$ cat config.mk
export PLATFORM = sky130hd
export DESIGN_NAME = plc_fmul
export DESIGN_NICKNAME = d
export VERILOG_FILES = /design/src/rtl/core/plc_pkg.sv /design/src/rtl/core/plc_fmul.sv
export SDC_FILE = /design/constraint.sdc
export NUM_CORES = 2
export LEC_CHECK = 0
export BUFFER_PORTS_ARGS = -buffer_cell sky130_fd_sc_hd__buf_2
export CORE_MARGIN = 5
export CORE_UTILIZATION = 60
export DETAILED_ROUTE_END_ITERATION = 7
export GPL_ROUTABILITY_DRIVEN = 0
export GPL_TIMING_DRIVEN = 0
export PLACE_DENSITY = 0.77
export RECOVER_POWER = 50
export SLEW_MARGIN = 20
export SYNTH_ARGS = -nofsm -noshare
export SYNTH_HDL_FRONTEND = slang
export SYNTH_SLANG_ARGS = --single-unit
$ cat constraint.sdc
create_clock -name clk_i -period 22.1 [get_ports clk_i]
set_clock_uncertainty 0.2 [all_clocks]
set_input_delay 1.105 -clock clk_i [delete_from_list [all_inputs] [get_ports clk_i]]
set_output_delay 1.105 -clock clk_i [all_outputs]
set_load 0.03 [all_outputs]
$ cat src/rtl/core/plc_pkg.sv
// Shared types, format codes, float constants and small helpers for the luminance converter.
`default_nettype none

package plc_pkg;

  // Pixel format codes held in the format register
  localparam logic [2:0] FMT_F32     = 3'd0;
  localparam logic [2:0] FMT_F16     = 3'd1;
  localparam logic [2:0] FMT_U16_RGB = 3'd2;
  localparam logic [2:0] FMT_U8_BGR  = 3'd3;
  localparam logic [2:0] FMT_U8_RG   = 3'd4;
  localparam logic [2:0] FMT_R16     = 3'd5;
  localparam logic [2:0] FMT_R8      = 3'd6;
  localparam logic [2:0] FMT_NONE    = 3'd7;

  // Single-precision constants
  localparam logic [31:0] F_ONE     = 32'h3F80_0000;
  localparam logic [31:0] F_W_RED   = 32'h3E59_B3D0;
  localparam logic [31:0] F_W_GRN   = 32'h3F37_1759;
  localparam logic [31:0] F_W_BLU   = 32'h3D93_DD98;
  localparam logic [31:0] F_INV255  = 32'h3B80_8081;
  localparam logic [31:0] F_INV65K  = 32'h3780_0080;
  localparam logic [31:0] F_QNAN    = 32'h7FC0_0000;

  localparam int unsigned NUM_LANES = 3;
  localparam int unsigned FP_STAGES = 4;

  typedef struct packed {
    logic [31:0] chan0;
    logic [31:0] chan1;
    logic [31:0] chan2;
  } pix_t;

  typedef struct packed {
    logic [31:0] luma_bits;
    logic        zeroed;
  } luma_t;

  // Special-value summary of an operation
  typedef struct packed {
    logic nan;
    logic inf;
    logic zero;
  } spc_t;

  // Leading zero counts
  function automatic logic [3:0] lzc10(input logic [9:0] v);
    logic [3:0] n;
    n = 4'd10;
    for (int i = 0; i < 10; i++) begin
      if (v[i]) n = 4'(9 - i);
    end
    return n;
  endfunction

  function automatic logic [4:0] lzc16(input logic [15:0] v);
    logic [4:0] n;
    n = 5'd16;
    for (int i = 0; i < 16; i++) begin
      if (v[i]) n = 5'(15 - i);
    end
    return n;
  endfunction

  function automatic logic [4:0] lzc24(input logic [23:0] v);
    logic [4:0] n;
    n = 5'd24;
    for (int i = 0; i < 24; i++) begin
      if (v[i]) n = 5'(23 - i);
    end
    return n;
  endfunction

  function automatic logic [4:0] lzc27(input logic [26:0] v);
    logic [4:0] n;
    n = 5'd27;
    for (int i = 0; i < 27; i++) begin
      if (v[i]) n = 5'(26 - i);
    end
    return n;
  endfunction

  // Exact unsigned 16-bit integer to single
  function automatic logic [31:0] u16_to_f32(input logic [15:0] v);
    logic [4:0]  lz;
    logic [15:0] m;
    logic [7:0]  ex;
    lz = lzc16(v);
    m  = v << lz;
    ex = 8'd142 - {3'd0, lz};
    if (v == 16'd0) return 32'd0;
    return {1'b0, ex, m[14:0], 8'd0};
  endfunction

  // Exact half to single, subnormals and specials included
  function automatic logic [31:0] half_to_f32(input logic [15:0] h);
    logic       s;
    logic [4:0] ex;
    logic [9:0] man;
    logic [3:0] lz;
    logic [9:0] mn;
    s   = h[15];
    ex  = h[14:10];
    man = h[9:0];
    lz  = lzc10(man);
    mn  = man << (lz + 4'd1);
    if (ex == 5'd0) begin
      if (man == 10'd0) return {s, 31'd0};
      return {s, 8'd112 - {4'd0, lz}, mn, 13'd0};
    end
    if (ex == 5'd31) return {s, 8'hFF, man, 13'd0};
    return {s, {3'd0, ex} + 8'd112, man, 13'd0};
  endfunction

endpackage

`default_nettype wire

$ cat src/rtl/core/plc_fmul.sv
// Four-stage single-precision multiplier, round to nearest even, subnormals kept.
`default_nettype none

module plc_fmul (
  input  logic                            clk_i,
  input  logic [plc_pkg::FP_STAGES-1:0]   en_i,
  input  logic [31:0]                     a_i,
  input  logic [31:0]                     b_i,
  output logic [31:0]                     p_o
);

  // Stage 1: unpack and normalize subnormal operands
  logic               s1_sign_d, s1_sign_q;
  logic signed [10:0] s1_ea_d, s1_eb_d, s1_ea_q, s1_eb_q;
  logic [23:0]        s1_ma_d, s1_mb_d, s1_ma_q, s1_mb_q;
  plc_pkg::spc_t      s1_spc_d, s1_spc_q;

  logic        a_zero, b_zero, a_inf, b_inf, a_nan, b_nan;
  logic [23:0] ma_raw, mb_raw;
  logic [4:0]  a_lz, b_lz;

  always_comb begin
    a_zero = (a_i[30:23] == 8'd0) && (a_i[22:0] == 23'd0);
    b_zero = (b_i[30:23] == 8'd0) && (b_i[22:0] == 23'd0);
    a_inf  = (a_i[30:23] == 8'hFF) && (a_i[22:0] == 23'd0);
    b_inf  = (b_i[30:23] == 8'hFF) && (b_i[22:0] == 23'd0);
    a_nan  = (a_i[30:23] == 8'hFF) && (a_i[22:0] != 23'd0);
    b_nan  = (b_i[30:23] == 8'hFF) && (b_i[22:0] != 23'd0);
    ma_raw = {a_i[30:23] != 8'd0, a_i[22:0]};
    mb_raw = {b_i[30:23] != 8'd0, b_i[22:0]};
    a_lz   = plc_pkg::lzc24(ma_raw);
    b_lz   = plc_pkg::lzc24(mb_raw);
    if (a_i[30:23] == 8'd0) begin
      s1_ma_d = ma_raw << a_lz;
      s1_ea_d = 11'sd1 - $signed({6'd0, a_lz});
    end else begin
      s1_ma_d = ma_raw;
      s1_ea_d = $signed({3'd0, a_i[30:23]});
    end
    if (b_i[30:23] == 8'd0) begin
      s1_mb_d = mb_raw << b_lz;
      s1_eb_d = 11'sd1 - $signed({6'd0, b_lz});
    end else begin
      s1_mb_d = mb_raw;
      s1_eb_d = $signed({3'd0, b_i[30:23]});
    end
    s1_sign_d     = a_i[31] ^ b_i[31];
    s1_spc_d.nan  = a_nan | b_nan | (a_inf & b_zero) | (a_zero & b_inf);
    s1_spc_d.inf  = a_inf | b_inf;
    s1_spc_d.zero = a_zero | b_zero;
  end

  always_ff @(posedge clk_i) begin
    if (en_i[0]) begin
      s1_sign_q <= s1_sign_d;
      s1_ea_q   <= s1_ea_d;
      s1_eb_q   <= s1_eb_d;
      s1_ma_q   <= s1_ma_d;
      s1_mb_q   <= s1_mb_d;
      s1_spc_q  <= s1_spc_d;
    end
  end

  // Stage 2: multiply significands, add exponents
  logic               s2_sign_q;
  logic signed [10:0] s2_exp_q;
  logic [47:0]        s2_prod_q;
  plc_pkg::spc_t      s2_spc_q;

  always_ff @(posedge clk_i) begin
    if (en_i[1]) begin
      s2_sign_q <= s1_sign_q;
      s2_exp_q  <= s1_ea_q + s1_eb_q - 11'sd127;
      s2_prod_q <= s1_ma_q * s1_mb_q;
      s2_spc_q  <= s1_spc_q;
    end
  end

  // Stage 3: normalize, shift into subnormal range, form round bit
  logic [47:0]        nm, ms;
  logic signed [10:0] e_n, sh_w;
  logic [5:0]         sh;
  logic [7:0]         ef;
  logic               lost;
  logic               s3_rnd_d, s3_ovf_d;

  logic               s3_sign_q, s3_rnd_q, s3_ovf_q;
  logic [30:0]        s3_pk_q;
  plc_pkg::spc_t      s3_spc_q;

  always_comb begin
    if (s2_prod_q[47]) begin
      nm  = s2_prod_q;
      e_n = s2_exp_q + 11'sd1;
    end else begin
      nm  = {s2_prod_q[46:0], 1'b0};
      e_n = s2_exp_q;
    end
    sh_w = 11'sd1 - e_n;
    if (e_n < 11'sd1) begin
      sh = (sh_w > 11'sd63) ? 6'd63 : sh_w[5:0];
      ef = 8'd0;
    end else begin
      sh = 6'd0;
      ef = e_n[7:0];
    end
    ms       = nm >> sh;
    lost     = |(nm & ~({48{1'b1}} << sh));
    s3_rnd_d = ms[23] & ((|ms[22:0]) | lost | ms[24]);
    s3_ovf_d = e_n > 11'sd254;
  end

  always_ff @(posedge clk_i) begin
    if (en_i[2]) begin
      s3_sign_q <= s2_sign_q;
      s3_pk_q   <= {ef, ms[46:24]};
      s3_rnd_q  <= s3_rnd_d;
      s3_ovf_q  <= s3_ovf_d;
      s3_spc_q  <= s2_spc_q;
    end
  end

  // Stage 4: round and select specials
  logic [31:0] p_d, p_q;

  always_comb begin
    if (s3_spc_q.nan) begin
      p_d = plc_pkg::F_QNAN;
    end else if (s3_spc_q.inf || s3_ovf_q) begin
      p_d = {s3_sign_q, 8'hFF, 23'd0};
    end else if (s3_spc_q.zero) begin
      p_d = {s3_sign_q, 31'd0};
    end else begin
      p_d = {s3_sign_q, s3_pk_q + {30'd0, s3_rnd_q}};
    end
  end

  always_ff @(posedge clk_i) begin
    if (en_i[3]) begin
      p_q <= p_d;
    end
  end

  assign p_o = p_q;

endmodule

`default_nettype wire

==> impl_metrics.tcl <==
set metrics [dict create \
    syn_nets 4270 \
    drtIter0Drc 3037 \
    synth_area_mm2 0.0324 \
    cp_slowest_cell "clkbuf_1" \
    finalHoldViolCount 0 \
    gr-usage-all-layers_pct 32.7 \
    crit_type "flip-flop to flip-flop" \
    wl_met3_um 12900 \
    die_x_um 242 \
    crit_buf_inv 4 \
    num_vias 27100 \
    synth-simple-area-share_pct 16.8 \
    final_layout_size_suffix_gt1_share_pct 5.87 \
    cpPeakStageDelay_ns 0.72 \
    fin_tns_setup_ns 0 \
    area_growth_pct 6.41 \
    crit_family "adder cells" \
    stdcell_count 4359 \
    fillCellCount 4408 \
    final_cell_mix "inv_1 (553), nand2_1 (508), fa_1 (483), and2_1 (225), edfxtp_1 (202)" \
    drv_slew 198 \
    rsz0062_at_grt "false" \
    hp-class "flip-flop to flip-flop" \
    post_cts_buffers 0 \
    wl_per_cell_um 22.4 \
    fp-row-count 85 \
    highest_layer "met5" \
    relSlewSlack_pct -124 \
    antenna_found_initial 2 \
    grt_max_degree 64 \
    synth.area.mux_share_pct 6.37 \
    synth_top_family_by_area "adder cells" \
    synthArstFlopShare_pct 0 \
    violations "design-rule violations, max-capacitance violations, max-slew violations" \
    ys.flop_type "edfxtp_1" \
    overflow 0 \
    grt_pass1_vias 27100 \
    synth_top_cell_area_share_pct 29.8 \
    hold_buffers 0 \
    fmax_mhz 108 \
    r2r_cells 28 \
    finalSetupViolCount 0 \
    ant_nets 0 \
    h-tree-depth 1 \
    min_path_cells 0 \
    dp_hpwl_um 78100 \
    grt_pass1_wl_um 152000 \
    synth-seq-area-share_pct 18.7 \
    wl_met2_um 42100 \
    synth-compound-area-share_pct 9.04 \
    r2r_slack_ns 12.87 \
    nets 4391 \
    numCtsBuffers 23 \
    coreArea_mm2 0.0537 \
    crit_fanout 10 \
    outcome "finished with violations" \
    routed_wl_um 97400 \
    postLayoutCellArea_mm2 0.0345 \
    drt-met1-wl_um 35700 \
    clockBufferDepth 3 \
    root_buffer "clkbuf_16" \
    worstSetupStartpointType "flip-flop" \
    yosys-top-cells-area "fa_1 (30%), edfxtp_1 (19%), ha_1 (7.4%)" \
    placed_cell_area_mm2 0.0338 \
    synthXorXnorAreaFrac_pct 3.00 \
    tightestPinTransition_ns 3.36 \
    synthDistinctLibCells 88 \
    finalCritPeriodShare_pct 41.8 \
    drv_cap 4 \
    place_inst 4318 \
    initial_core_util_pct 60.3 \
    drc 1 \
    synth_adder_area_share_pct 37.3 \
    post_cts_resized 0 \
    final.min_clock_period_ns 9.23 \
    cp.depth 28 \
    io_buffers 95 \
    tritoncts "done" \
    vias_per_cell 6.21 \
    fin_hold_ws_ns 0.202 \
    required_ns 22.15 \
    clk_pin_slew_ns 0.06 \
    cp-end-kind "flip-flop" \
    layout_commonest_cell "inv_1" \
    die_height_um 242 \
    syn_inst 3526 \
    cpMostUsedCell "fa_1" \
    clkLatencyLatePin_ns 0.53 \
    yosysWarnings 0 \
    clock-sinks 202 \
    ys_ff_latch 202 \
    synth_edf_count 202 \
    drt_pass1_iterations 8 \
    dieArea_mm2 0.0587 \
    cp.arrival_ns 9.28 \
    yosysTopAreaCell "fa_1" \
    avgSynthCellArea_um2 9.19 \
    pin_count 101 \
]
-- cell usage after synthesis, types with 29 or more instances --
library cell / number
inv_1: 553
nand2_1: 508
fa_1: 483
and2_1: 227
edfxtp_1: 202
ha_1: 192
clkbuf_1: 159
mux2i_1: 155
nor2_1: 155
a21oi_1: 150
o21ai_0: 73
nand3_1: 66
xnor2_1: 65
nor3_1: 56
xor2_1: 44
mux2_2: 37
a31oi_1: 29
-- final cells by class --
type	count	area (um^2)	area share, %
Timing Repair Buffer	96	474	1.38
Tap cell	696	871	2.53
Clock buffer	27	591	1.71
Inverter	554	2080	6.03
Buffer	185	762	2.21
Antenna cell	2	5.00	0.0145
Sequential cell	202	6070	17.6
Clock inverter	12	126	0.367
Multi-Input combinational cell	2585	23500	68.2
-- sequential cells by signal (all words and copies together) (netlist names), 3 cells and up --
register / cells
s2_spc_q: 3
s1_eb_q: 9
s1_mb_q: 24
s2_exp_q: 11
p_o: 32
s1_ea_q: 9
s2_prod_q: 48
s1_spc_q: 3
s3_pk_q: 31
s3_spc_q: 3
s1_ma_q: 24
-- cells by family after synthesis --
logic type	after synthesis
AND/OR/NAND/NOR	1149
multiplexers	197
AO/OA/AOI/OAI	452
adder cells (fa/ha/maj)	677
buffers and inverters	739
flip-flops	202
XOR/XNOR	110
-- routing by layer --
| metal | up-vias | track usage (%) |
|---|---|---|
| met1 | 13100 | 41.8 |
| li1 | 11700 | - |
| met2 | 1823 | 50.5 |
| met3 | 450 | 10.4 |
| met4 | 2 | 16.8 |
| met5 | - | 0 |
-- through the flow --
stage	util (%)	setup WS [ns]
2_1_floorplan	-	14.68
3_3_place_gp	62.8	13.16
3_5_place_dp	62.9	13.04
4_1_cts	64.2	13.03
5_1_grt	64.2	12.67
6_report	64.2	12.87
-- worst paths after layout --
check	startpoint	end
setup / recovery	s1_ma_q[14]	s2_prod_q[42]
hold / removal	s2_sign_q	s3_sign_q
setup reg to reg	s1_ma_q[14]	s2_prod_q[42]
hold reg to reg	s2_sign_q	s3_sign_q
Power is left out: the tool's default activity adds up to more than one toggle a clock period on the data nets, which glitch-free logic cannot reach.
